## config.mk

```make
export PLATFORM = sky130hd
export DESIGN_NAME = char_lcd_write_sequencer
export DESIGN_NICKNAME = d
export VERILOG_FILES = /design/src/rtl/lcdws_pkg.sv /design/src/rtl/lcdws_front.sv /design/src/rtl/lcdws_fifo.sv /design/src/rtl/lcdws_back.sv /design/src/rtl/char_lcd_write_sequencer.sv
export SDC_FILE = /design/constraint.sdc
export NUM_CORES = 1
export LEC_CHECK = 0
export ABC_CLOCK_PERIOD_IN_PS = 9500
export BUFFER_PORTS_ARGS = -buffer_cell sky130_fd_sc_hd__buf_2
export CAP_MARGIN = 0
export CORE_AREA = 2 2 256 258
export CTS_CLUSTER_SIZE = 24
export DETAILED_ROUTE_END_ITERATION = 8
export DIE_AREA = 0 0 258 260
export PLACE_DENSITY = 0.52
export REMOVE_ABC_BUFFERS = 1
export SLEW_MARGIN = 15
export SYNTH_ARGS = -nofsm -noshare
export SYNTH_HDL_FRONTEND = slang
export SYNTH_SLANG_ARGS = --single-unit
```

## constraint.sdc

```tcl
create_clock -name clk -period 9.5 [get_ports clk]
set_input_delay 0 -clock clk [delete_from_list [all_inputs] [get_ports clk]]
set_output_delay 0 -clock clk [all_outputs]
set_load 0.01 [all_outputs]
```

## src/rtl/lcdws_pkg.sv

```systemverilog
// Shared types and constants for the character LCD write sequencer.
// No dependencies; used by every module in rtl/.
package lcdws_pkg;

	// Operation codes of an input item
	typedef enum logic [1:0] {
		CMD_INSTR = 2'd0,
		CMD_DATA  = 2'd1,
		CMD_PRINT = 2'd2,
		CMD_INIT  = 2'd3
	} cmd_t;

	// Front sequencer states
	typedef enum logic [1:0] {
		FS_IDLE = 2'd0,
		FS_MUL  = 2'd1,
		FS_DIV  = 2'd2,
		FS_EMIT = 2'd3
	} front_state_t;

	// One byte queued for the bus side
	typedef struct packed {
		logic       rs;
		logic [7:0] data;
		logic [2:0] disp;
		logic       nib;
		logic       last;
	} byte_entry_t;

	// Register indexes of the configuration port
	localparam logic REG_FOUR_BIT_MASK = 1'b0;

	// Byte queue geometry
	localparam int unsigned FIFO_DEPTH = 4;
	localparam int unsigned FIFO_AW    = 2;

	// Divide by ten: q = (v * RECIP) >> SHIFT, exact for all 32-bit v
	localparam logic [31:0] DIV10_RECIP = 32'hCCCC_CCCD;
	localparam int unsigned DIV10_SHIFT = 35;

	localparam logic [7:0] ASCII_ZERO = 8'h30;

	// Init sequence lengths in bytes
	localparam logic [3:0] INIT_LEN_NIB  = 4'd6;
	localparam logic [3:0] INIT_LEN_BYTE = 4'd4;

	// Byte idx of the power-on sequence for a 4-bit or 8-bit bus
	function automatic logic [7:0] init_byte(input logic nib, input logic [3:0] idx);
		logic [7:0] b;
		b = 8'h00;
		if (nib) begin
			case (idx)
				4'd0: b = 8'h33;
				4'd1: b = 8'h32;
				4'd2: b = 8'h28;
				4'd3: b = 8'h0F;
				4'd4: b = 8'h01;
				4'd5: b = 8'h06;
				default: b = 8'h00;
			endcase
		end else begin
			case (idx)
				4'd0: b = 8'h38;
				4'd1: b = 8'h0F;
				4'd2: b = 8'h01;
				4'd3: b = 8'h06;
				default: b = 8'h00;
			endcase
		end
		return b;
	endfunction

endpackage

```

## src/rtl/lcdws_front.sv

```systemverilog
// Front end: accepts operations, converts numbers to decimal, queues bytes.
// Depends on lcdws_pkg.
module lcdws_front (
	input  logic                      clk,
	input  logic                      arst_n,
	input  logic                      start,
	input  logic [1:0]                command,
	input  logic [31:0]               value,
	input  logic [2:0]                lcd_index,
	input  logic                      disp_ok,
	input  logic                      nib_mode,
	output logic                      busy,
	output logic                      push,
	output lcdws_pkg::byte_entry_t    push_data,
	input  logic                      full
);

	lcdws_pkg::front_state_t state_q, state_next;
	lcdws_pkg::cmd_t         cmd_q;
	logic [31:0]             v_q;
	logic [63:0]             prod_q;
	logic [2:0]              disp_q;
	logic                    nib_q;
	logic [3:0]              idx_q;
	logic [3:0]              total_q;
	logic [3:0]              dig_q [10];

	logic                    accept;
	logic [28:0]             quot;
	logic [32:0]             quot_x10;
	logic [31:0]             rem_full;
	logic                    last_byte;
	logic [7:0]              byte_sel;

	assign accept   = start && (state_q == lcdws_pkg::FS_IDLE);
	assign busy     = (state_q != lcdws_pkg::FS_IDLE);

	// Quotient and remainder of the registered product
	assign quot     = prod_q[63:lcdws_pkg::DIV10_SHIFT];
	assign quot_x10 = {1'b0, quot, 3'b000} + {3'b000, quot, 1'b0};
	assign rem_full = v_q - quot_x10[31:0];

	assign last_byte = (idx_q == (total_q - 4'd1));

	// Next state
	always_comb begin
		state_next = state_q;
		case (state_q)
			lcdws_pkg::FS_IDLE: begin
				if (start && disp_ok) begin
					if (lcdws_pkg::cmd_t'(command) == lcdws_pkg::CMD_PRINT)
						state_next = lcdws_pkg::FS_MUL;
					else
						state_next = lcdws_pkg::FS_EMIT;
				end
			end
			lcdws_pkg::FS_MUL:  state_next = lcdws_pkg::FS_DIV;
			lcdws_pkg::FS_DIV: begin
				if (quot == 29'd0)
					state_next = lcdws_pkg::FS_EMIT;
				else
					state_next = lcdws_pkg::FS_MUL;
			end
			lcdws_pkg::FS_EMIT: begin
				if (!full && last_byte)
					state_next = lcdws_pkg::FS_IDLE;
			end
			default: state_next = lcdws_pkg::FS_IDLE;
		endcase
	end

	// Byte for the current position
	always_comb begin
		case (cmd_q)
			lcdws_pkg::CMD_INSTR: byte_sel = v_q[7:0];
			lcdws_pkg::CMD_DATA:  byte_sel = v_q[7:0];
			lcdws_pkg::CMD_PRINT: byte_sel = lcdws_pkg::ASCII_ZERO | {4'h0, dig_q[0]};
			lcdws_pkg::CMD_INIT:  byte_sel = lcdws_pkg::init_byte(nib_q, idx_q);
			default:              byte_sel = v_q[7:0];
		endcase
	end

	// Queue write
	always_comb begin
		push           = (state_q == lcdws_pkg::FS_EMIT) && !full;
		push_data.rs   = (cmd_q == lcdws_pkg::CMD_DATA) || (cmd_q == lcdws_pkg::CMD_PRINT);
		push_data.data = byte_sel;
		push_data.disp = disp_q;
		push_data.nib  = nib_q;
		push_data.last = last_byte;
	end

	// State register
	always_ff @(posedge clk or negedge arst_n) begin
		if (!arst_n) begin
			state_q <= lcdws_pkg::FS_IDLE;
		end else begin
			state_q <= state_next;
		end
	end

	// Datapath
	always_ff @(posedge clk) begin
		if (accept) begin
			cmd_q   <= lcdws_pkg::cmd_t'(command);
			v_q     <= value;
			disp_q  <= lcd_index;
			nib_q   <= nib_mode;
			idx_q   <= 4'd0;
			case (lcdws_pkg::cmd_t'(command))
				lcdws_pkg::CMD_INIT:
					total_q <= nib_mode ? lcdws_pkg::INIT_LEN_NIB : lcdws_pkg::INIT_LEN_BYTE;
				lcdws_pkg::CMD_PRINT: total_q <= 4'd0;
				default:              total_q <= 4'd1;
			endcase
		end
		if (state_q == lcdws_pkg::FS_MUL) begin
			prod_q <= v_q * lcdws_pkg::DIV10_RECIP;
		end
		// One digit per pass; newest digit goes on top of the stack
		if (state_q == lcdws_pkg::FS_DIV) begin
			dig_q[0] <= rem_full[3:0];
			for (int i = 1; i < 10; i++) dig_q[i] <= dig_q[i-1];
			v_q     <= {3'b000, quot};
			total_q <= total_q + 4'd1;
		end
		// Digits leave from the top of the stack, most significant first
		if (push) begin
			idx_q <= idx_q + 4'd1;
			for (int i = 0; i < 9; i++) dig_q[i] <= dig_q[i+1];
		end
	end

endmodule

```

## src/rtl/lcdws_fifo.sv

```systemverilog
// Short byte queue between the front end and the bus sequencer.
// Depends on lcdws_pkg.
module lcdws_fifo (
	input  logic                   clk,
	input  logic                   arst_n,
	input  logic                   push,
	input  lcdws_pkg::byte_entry_t push_data,
	output logic                   full,
	input  logic                   pop,
	output lcdws_pkg::byte_entry_t head,
	output logic                   empty
);

	lcdws_pkg::byte_entry_t          mem_q [lcdws_pkg::FIFO_DEPTH];
	logic [lcdws_pkg::FIFO_AW-1:0]   wr_ptr_q, rd_ptr_q;
	logic [lcdws_pkg::FIFO_AW:0]     count_q;

	assign full  = (count_q == (lcdws_pkg::FIFO_AW+1)'(lcdws_pkg::FIFO_DEPTH));
	assign empty = (count_q == '0);
	assign head  = mem_q[rd_ptr_q];

	// Storage
	always_ff @(posedge clk) begin
		if (push) mem_q[wr_ptr_q] <= push_data;
	end

	// Pointers and fill count
	always_ff @(posedge clk or negedge arst_n) begin
		if (!arst_n) begin
			wr_ptr_q <= '0;
			rd_ptr_q <= '0;
			count_q  <= '0;
		end else begin
			if (push) wr_ptr_q <= wr_ptr_q + 1'b1;
			if (pop)  rd_ptr_q <= rd_ptr_q + 1'b1;
			if (push && !pop)      count_q <= count_q + 1'b1;
			else if (pop && !push) count_q <= count_q - 1'b1;
		end
	end

	a_no_overflow: assert property (@(posedge clk) disable iff (!arst_n)
		push |-> !full) else $error("byte queue overflow");
	a_no_underflow: assert property (@(posedge clk) disable iff (!arst_n)
		pop |-> !empty) else $error("byte queue underflow");
	a_ptr_match: assert property (@(posedge clk) disable iff (!arst_n)
		(empty || full) |-> (wr_ptr_q == rd_ptr_q)) else $error("queue pointers out of step");

endmodule

```

## src/rtl/lcdws_back.sv

```systemverilog
// Bus sequencer: turns queued bytes into enable strobes, split into nibbles on 4-bit buses.
// Depends on lcdws_pkg.
module lcdws_back (
	input  logic                   clk,
	input  logic                   arst_n,
	input  lcdws_pkg::byte_entry_t head,
	input  logic                   empty,
	output logic                   pop,
	output logic                   strobe,
	output logic                   reg_select,
	output logic [7:0]             bus_value,
	output logic [2:0]             display_number,
	output logic                   last_strobe
);

	logic       phase_q;
	logic       strobe_q, rs_q, last_q;
	logic [7:0] bus_q;
	logic [2:0] disp_q;
	logic       fire;

	// A byte leaves after one strobe, or after the low nibble on a 4-bit bus
	assign fire = !empty;
	assign pop  = fire && (!head.nib || phase_q);

	always_ff @(posedge clk or negedge arst_n) begin
		if (!arst_n) begin
			phase_q  <= 1'b0;
			strobe_q <= 1'b0;
			last_q   <= 1'b0;
		end else begin
			strobe_q <= fire;
			last_q   <= pop && head.last;
			if (fire && head.nib) phase_q <= !phase_q;
		end
	end

	// Strobe payload
	always_ff @(posedge clk) begin
		if (fire) begin
			rs_q   <= head.rs;
			disp_q <= head.disp;
			if (!head.nib)    bus_q <= head.data;
			else if (phase_q) bus_q <= {head.data[3:0], 4'h0};
			else              bus_q <= {head.data[7:4], 4'h0};
		end
	end

	assign strobe         = strobe_q;
	assign reg_select     = rs_q;
	assign bus_value      = bus_q;
	assign display_number = disp_q;
	assign last_strobe    = last_q;

	a_last_has_strobe: assert property (@(posedge clk) disable iff (!arst_n)
		last_q |-> strobe_q) else $error("last flag without strobe");
	a_low_nibble_follows: assert property (@(posedge clk) disable iff (!arst_n)
		phase_q |-> (!empty && head.nib)) else $error("low nibble lost");
	a_nibble_strobe: assert property (@(posedge clk) disable iff (!arst_n)
		$fell(phase_q) |-> strobe_q && $past(pop)) else $error("nibble pair broken");

endmodule

```

## src/rtl/char_lcd_write_sequencer.sv

```systemverilog
// Character LCD write sequencer, top level: config register, front end, byte queue, bus side.
// Depends on lcdws_pkg, lcdws_front, lcdws_fifo, lcdws_back.
//
// Usage: drive command/value/lcd_index with start high; the item is taken at an edge
// where start is high and busy is low. Each strobe result appears on reg_select,
// bus_value, display_number and last_strobe for exactly one cycle with strobe high;
// last_strobe marks the final transfer of the item. An index at or above DISPLAY_COUNT
// gives no strobes and busy stays low.
// Flow: the accepting edge registers a byte or init item and moves the front end to its
// emit state; each byte is then written into the queue, and the bus side registers its
// strobe from the queue head. A print first runs a multiply and a remainder step per
// decimal digit, and bytes still queued from earlier items come out ahead.
// Throughput: the front end is busy while it queues each byte, and when printing also
// through the digit steps (one multiply by the reciprocal of ten, one remainder step).
// The bus side gives one strobe per cycle while the queue holds bytes (two per byte on
// a 4-bit bus, up to 20 per item); on a 4-bit bus the four-entry queue fills and the front
// end waits on it. The queue lets the front end take the next item while strobes drain.
// four_bit_mask sits at APB address 0; write it only while no strobes are pending.
// Reset clears the mask, the queue and both sequencers. The receiver cannot stall.
module char_lcd_write_sequencer #(
	parameter int unsigned DISPLAY_COUNT = 2
) (
	input  logic        clk,
	input  logic        arst_n,
	// operation channel
	input  logic        start,
	output logic        busy,
	input  logic [1:0]  command,
	input  logic [31:0] value,
	input  logic [2:0]  lcd_index,
	// strobe channel
	output logic        strobe,
	output logic        reg_select,
	output logic [7:0]  bus_value,
	output logic [2:0]  display_number,
	output logic        last_strobe,
	// configuration
	input  logic        psel,
	input  logic        penable,
	input  logic        pwrite,
	input  logic [2:0]  paddr,
	input  logic [31:0] pwdata,
	output logic [31:0] prdata,
	output logic        pready
);

	logic [7:0]             mask_q;
	logic                   cfg_wr;
	logic                   disp_ok;
	logic                   push, full, pop, empty;
	lcdws_pkg::byte_entry_t push_data, head;

	// Configuration register
	assign pready = 1'b1;
	assign cfg_wr = psel && penable && pwrite && pready;
	assign prdata = (paddr[2] == lcdws_pkg::REG_FOUR_BIT_MASK) ? {24'h0, mask_q} : 32'h0;

	always_ff @(posedge clk or negedge arst_n) begin
		if (!arst_n) begin
			mask_q <= 8'h00;
		end else if (cfg_wr && (paddr[2] == lcdws_pkg::REG_FOUR_BIT_MASK)) begin
			mask_q <= pwdata[7:0];
		end
	end

	assign disp_ok = ({1'b0, lcd_index} < 4'(DISPLAY_COUNT));

	lcdws_front u_front (
		.clk       (clk),
		.arst_n    (arst_n),
		.start     (start),
		.command   (command),
		.value     (value),
		.lcd_index (lcd_index),
		.disp_ok   (disp_ok),
		.nib_mode  (mask_q[lcd_index]),
		.busy      (busy),
		.push      (push),
		.push_data (push_data),
		.full      (full)
	);

	lcdws_fifo u_fifo (
		.clk       (clk),
		.arst_n    (arst_n),
		.push      (push),
		.push_data (push_data),
		.full      (full),
		.pop       (pop),
		.head      (head),
		.empty     (empty)
	);

	lcdws_back u_back (
		.clk            (clk),
		.arst_n         (arst_n),
		.head           (head),
		.empty          (empty),
		.pop            (pop),
		.strobe         (strobe),
		.reg_select     (reg_select),
		.bus_value      (bus_value),
		.display_number (display_number),
		.last_strobe    (last_strobe)
	);

endmodule
```

# == Word level (Yosys, flattened, before mapping) ==
# Memory sizes are Yosys's and may differ from the RTL's.
# Index checks and enable logic that the tools add are counted.
# totals
inputBits,78
reg_bits,142
out_inout_bits,48
n_memories,2
wordCells,128
mem_bits_rw,96
# mem_list
name,depth,width,read_ports,rd_ports_with_merged_regs,wr,line_no,text
u_fifo.mem_q,4,14,1,0,1,lcdws_fifo.sv:14,lcdws_pkg::byte_entry_t mem_q [lcdws_pkg::FIFO_DEPTH];
u_front.dig_q,10,4,10,0,10,lcdws_front.sv:26,logic [3:0] dig_q [10];
# classes
n_reduce_logical,31
magnitude_cmp,2
n_mux,37
eq_ne,17
bitwise,10
n_addsub,9
n_mul,1
# ops
cell,n
32-bit by 32-bit multiplier with 64-bit output (second input constant),1
29-bit two-way mux,2
4-bit two-way mux,13
6-bit one-hot mux with 6 select lines,1
8-bit two-way mux,4
29-bit zero test,1
6-bit one-hot mux with 4 select lines,1
8-bit one-hot mux with 3 select lines,1
2-bit == test (second input constant),6
1-bit logical AND,12
2-bit two-way mux,5
1-bit bitwise OR,9
4-bit by 1-bit adder with 4-bit output (second input constant),2
4-bit by 2-bit == test with 1-bit output (second input constant),2
4-bit by 3-bit == test with 1-bit output (second input constant),2
2-bit one-hot mux with 4 select lines,1
4-bit one-hot mux with 2 select lines,1
2-bit nonzero test,4
1-bit zero test,6
3-bit two-way mux,2
1-bit two-way mux,5
2-bit by 1-bit adder with 2-bit output (second input constant),2
4-bit adder,1
2-bit by 1-bit == test with 1-bit output (second input constant),2
other kinds (19),21

# == Longest topological paths before layout ==
# depth
ltp_word,7
ltp_mapped,25
depth_no_buf,25

# == Cells and area by module ==
# A second synthesis with hierarchy kept.
# hier_totals
cells_unflattened,2374
hier_area_um2,25725.9
# by_module_without_submodules
mod,cells_each,area_per_inst_um2,instances,seq_area_each_um2
lcdws_front,2180,22086.2,1,3473.3
lcdws_fifo,107,2446.1,1,1856.8
char_lcd_write_sequencer,56,618.1,1,200.2
lcdws_back,31,575.6,1,435.4

# == Least setup slack after synthesis ==
# OpenSTA, ideal clock, no wires.
# synth_timing
path_type,flip-flop to flip-flop
start,reg u_front.v_q[16]
end,reg u_front.prod_q[51] (data pin)
required_ns,9.238
synth_period_minus_slack_ns,6.650
path_slack_ns,2.850
path_buffers,0
setup_ns,0.262
path_stages_with_launch,22
arrival_ns,6.388
path_cell_list,edfxtp_1 ha_1 inv_1 fa_1 inv_1 fa_1 inv_1 fa_1 inv_1 fa_1 fa_1 fa_1 fa_1 ha_1 a21o_1 or4_1 a21o_1 a21oi_2 o31ai_4 a2111oi_1 o21bai_1 xor2_1
# synth_via
elab_chain_len,1
# synth_rtl
item,line_no,text
"start, declared",lcdws_front.sv:20,logic [31:0] v_q;
"start signal, assigned",lcdws_front.sv:106,v_q <= value;
"start signal, assigned",lcdws_front.sv:124,"v_q <= {3'b000, quot};"
32-bit by 32-bit multiplier with 64-bit output,lcdws_front.sv:118,prod_q <= v_q * lcdws_pkg::DIV10_RECIP;
"end signal, assigned",lcdws_front.sv:118,
"end, declared",lcdws_front.sv:21,logic [63:0] prod_q;
# Every way passes these cells.
# A chain may end at the register's enable or synchronous reset.

# == Worst setup path after layout ==
# layout_timing
start,reg u_front.v_q[8]
end,reg u_front.prod_q[58] (data pin)
# The elaborated chain is that of the path after synthesis.

==> reports/results.ini <==
[route]
wl_per_cell_um = 20.81
vias_per_cell = 4.911
dr.first_iter.drc_count = 967
wirelength_um = 69540
drc_errors = 0
antenna_left = 0
dr.pass1.iters = 7
dr_total_vias = 16410

[finish]
nets = 3300
drive_gt1_share_pct = 7.037
n_antenna_cell = 0
mostFrequentLayoutCell = inv_1
layout_common_cells = inv_1 (579), fa_1 (388), ha_1 (364)
area_growth_pct = 9.972

[floorplan]
fp.dieH_um = 260
design.die.area_um2 = 67080
io_pins = 126
core_um2 = 64120
num_rows = 93
die_w_um = 258
initial_utilization_pct = 39.71

[worst_setup_path]
worst_ep_arrival_time_ns = 8.30
critical_path.max_fanout = 7
worstSetupEndpointType = flip-flop
worstSetupPathType = flip-flop to flip-flop
start_kind = flip-flop
crit_path_start = u_front.v_q[8]$_DFFE_PP_
critPathRequiredTime_ns = 9.80
crit-reg2reg-launch = u_front.v_q[8]$_DFFE_PP_

[timing]
worst_pin_slew_ns = 0.9596
worst_clock_skew_ns = 0.01904
relSlewSlack_pct = 35.44
min_period_over_period_pct = 84.16
fin_setup_tns_ns = 0
period_needed_ns = 7.995
timing.fmax_mhz = 125.1
hold_viol = 0
maxSlewViolCount = 0
setup_violations = 0
rsz0062_at_grt = false

[synth]
async_flop_share_pct = 9.852
synth_top_cell_by_area = fa_1
synth_top_family_by_area = adder cells
ys_types = 71
synthFlopType = edfxtp_1
synth_top_area_share_pct = 30.51
synthSimpleGateAreaFrac_pct = 7.102
yosys-top-cells-area = fa_1 (31%), edfxtp_1 (21%), ha_1 (18%)
syn_area_per_cell_um2 = 10.83
synth_seq_cells = 203
synth-edff-count = 180
synth_compound_area_share_pct = 5.814
synth_mux_area_share_pct = 2.113
syn_inst = 2351
synthAdderAreaFrac_pct = 48.40
syn_area_um2 = 25460
yosysWarnings = 0
yosysSeqAreaShare_pct = 23.43
synth-xor-area-share_pct = 3.268

[cts]
clk_pin_slew_ns = 0.07
cts_tree = built
htree_levels = 1
clockRootBuffer = clkbuf_16
clkLatencyLatePin_ns = 0.55
cts.sinks = 203
cts_buffers = 23
clock_path_buffers = 3
post_cts_buffers = 0

[placed_design]
gp_congestion = 0.9508
portBuffers = 74
hpwlAfterDp_um = 59220

[run_status]
status = completed

[flow_run]
drv_cap = 0

[grt]
grt_pass1_wl_um = 106800
grt_antenna_before_repair = 1
grt_pass1_vias = 17770
grt_usage_pct = 21.36
grt-ovfl-total = 0
grt_max_degree = 44

[hold_path]
hold_class = input port to asynchronous set/reset pin

## logic make-up (layout without fill, tap and decap cells)
group | count (synthesis) | in the layout
AND/OR/NAND/NOR | 408 | 408
AO/OA/AOI/OAI | 217 | 217
multiplexers | 32 | 32
adder cells (fa/ha/maj) | 752 | 752
buffers and inverters | 642 | 755
XOR/XNOR | 95 | 95
flip-flops | 203 | 203
other | 2 | 25
## flip-flops by register name, summed over array words and instances (netlist names)
signal	flops
u_fifo.mem_q	56
u_front.dig_q	40
u_front.v_q	32
u_front.prod_q	29
mask_q	8
u_back.bus_value	8
u_front.idx_q	4
u_front.total_q	4
u_back.display_number	3
u_fifo.count_q	3
u_front.disp_q	3
u_fifo.rd_ptr_q	2
u_fifo.wr_ptr_q	2
u_front.cmd_q	2
u_front.state_q	2
u_back.last_strobe	1
u_back.phase_q	1
u_back.reg_select	1
u_back.strobe	1
u_front.nib_q	1
## repair_timing
action | in CTS | in global routing
hold buffers | 48 | 0
endpoints found under the setup margin | 0 | 0
hold endpoints to repair | 71 | 0
gates resized for setup | 0 | 0
## through the flow
| step | hold WS (ns) | instances | setup WS (ns) | cell area, µm² | utilization (%) |
|---|---|---|---|---|---|
| finish | 0.05110 | 3342 | 1.505 | 28000 | 43.67 |
| global route | 0.1010 | 3342 | 1.174 | 28000 | 43.67 |
| CTS | 0.2061 | 3342 | 1.460 | 28000 | 43.67 |
| detailed placement | 0.003134 | 3252 | 1.478 | 26750 | 41.72 |
| global placement | -0.005655 | 3252 | 1.524 | 26750 | 41.72 |
| floorplan | -0.2956 | 2313 | 2.850 | 25220 | - |
## cell usage after synthesis, drive strengths merged (3+ instances only)
cell and n:
a2111oi 5, a211oi 9, a21boi 3, a21o 37
a21oi 72, a22oi 3, a31oi 9, and2 14
and3 7, buf 29, clkbuf 32, dfrtp 20
dfxtp 3, edfxtp 180, fa 388, ha 364
inv 579, mux2 14, mux4 16, nand2 237
nand2b 5, nand3 15, nand4 8, nor2 53
nor2b 24, nor3 19, nor4 11, o211ai 6
o21a 4, o21ai 40, o21bai 7, o22ai 4
o311ai 3, o31ai 3, or2 4, or3 3
xnor2 48, xor2 47
## layout make-up
cell class / count / area [µm²]
Inverter: 581 / 2181
Multi-Input combinational cell: 1529 / 17090
Tap cell: 855 / 1070
Clock buffer: 29 / 608.1
Timing Repair Buffer: 132 / 920.9
Fill cell: 6143 / 36120
Clock inverter: 13 / 163.9
Sequential cell: 203 / 5966
## routing by layer
metal  up-vias  wire length, µm  GRT usage, %
li1       7654                -             -
met1      8296            30020         28.18
met2       358            33930         36.66
met3       105             2987         2.749
met4         0             2599         6.615
met5         -                0             0
## path summary, 6_finish.rpt
check,to,slack [ns],depth (start not counted)
worst min-delay path,u_fifo.count_q[2]$_DFFE_PN0P_,0.05,3
worst max-delay path,u_front.prod_q[58]$_DFFE_PP_,1.50,22
min in group clk,mask_q[7]$_DFFE_PN0P_,0.23,3
max in group asynchronous,mask_q[4]$_DFFE_PN0P_,9.09,3
worst min register to register,u_front.dig_q[9][0]$_DFFE_PP_,0.46,0
worst max register to register,u_front.prod_q[58]$_DFFE_PP_,1.50,22
## critical path, stage by stage, from the launching register on
cell and delay, ns:
edfxtp_1 0.62, ha_1 0.54, inv_1 0.17, fa_1 0.50, inv_1 0.06, fa_1 0.50
inv_1 0.05, fa_1 0.51, inv_1 0.06, fa_1 0.61, fa_1 0.46, fa_1 0.51
fa_1 0.42, ha_1 0.36, nand2_1 0.17, nor4b_1 0.33, and3_1 0.23, o311ai_2 0.15
a211oi_2 0.63, o21ai_2 0.22, a21boi_1 0.33, a31oi_1 0.15, xnor2_1 0.15
Power is not shown: default switching activity piles up to over one toggle a cycle in this logic, so the estimate is an artifact.
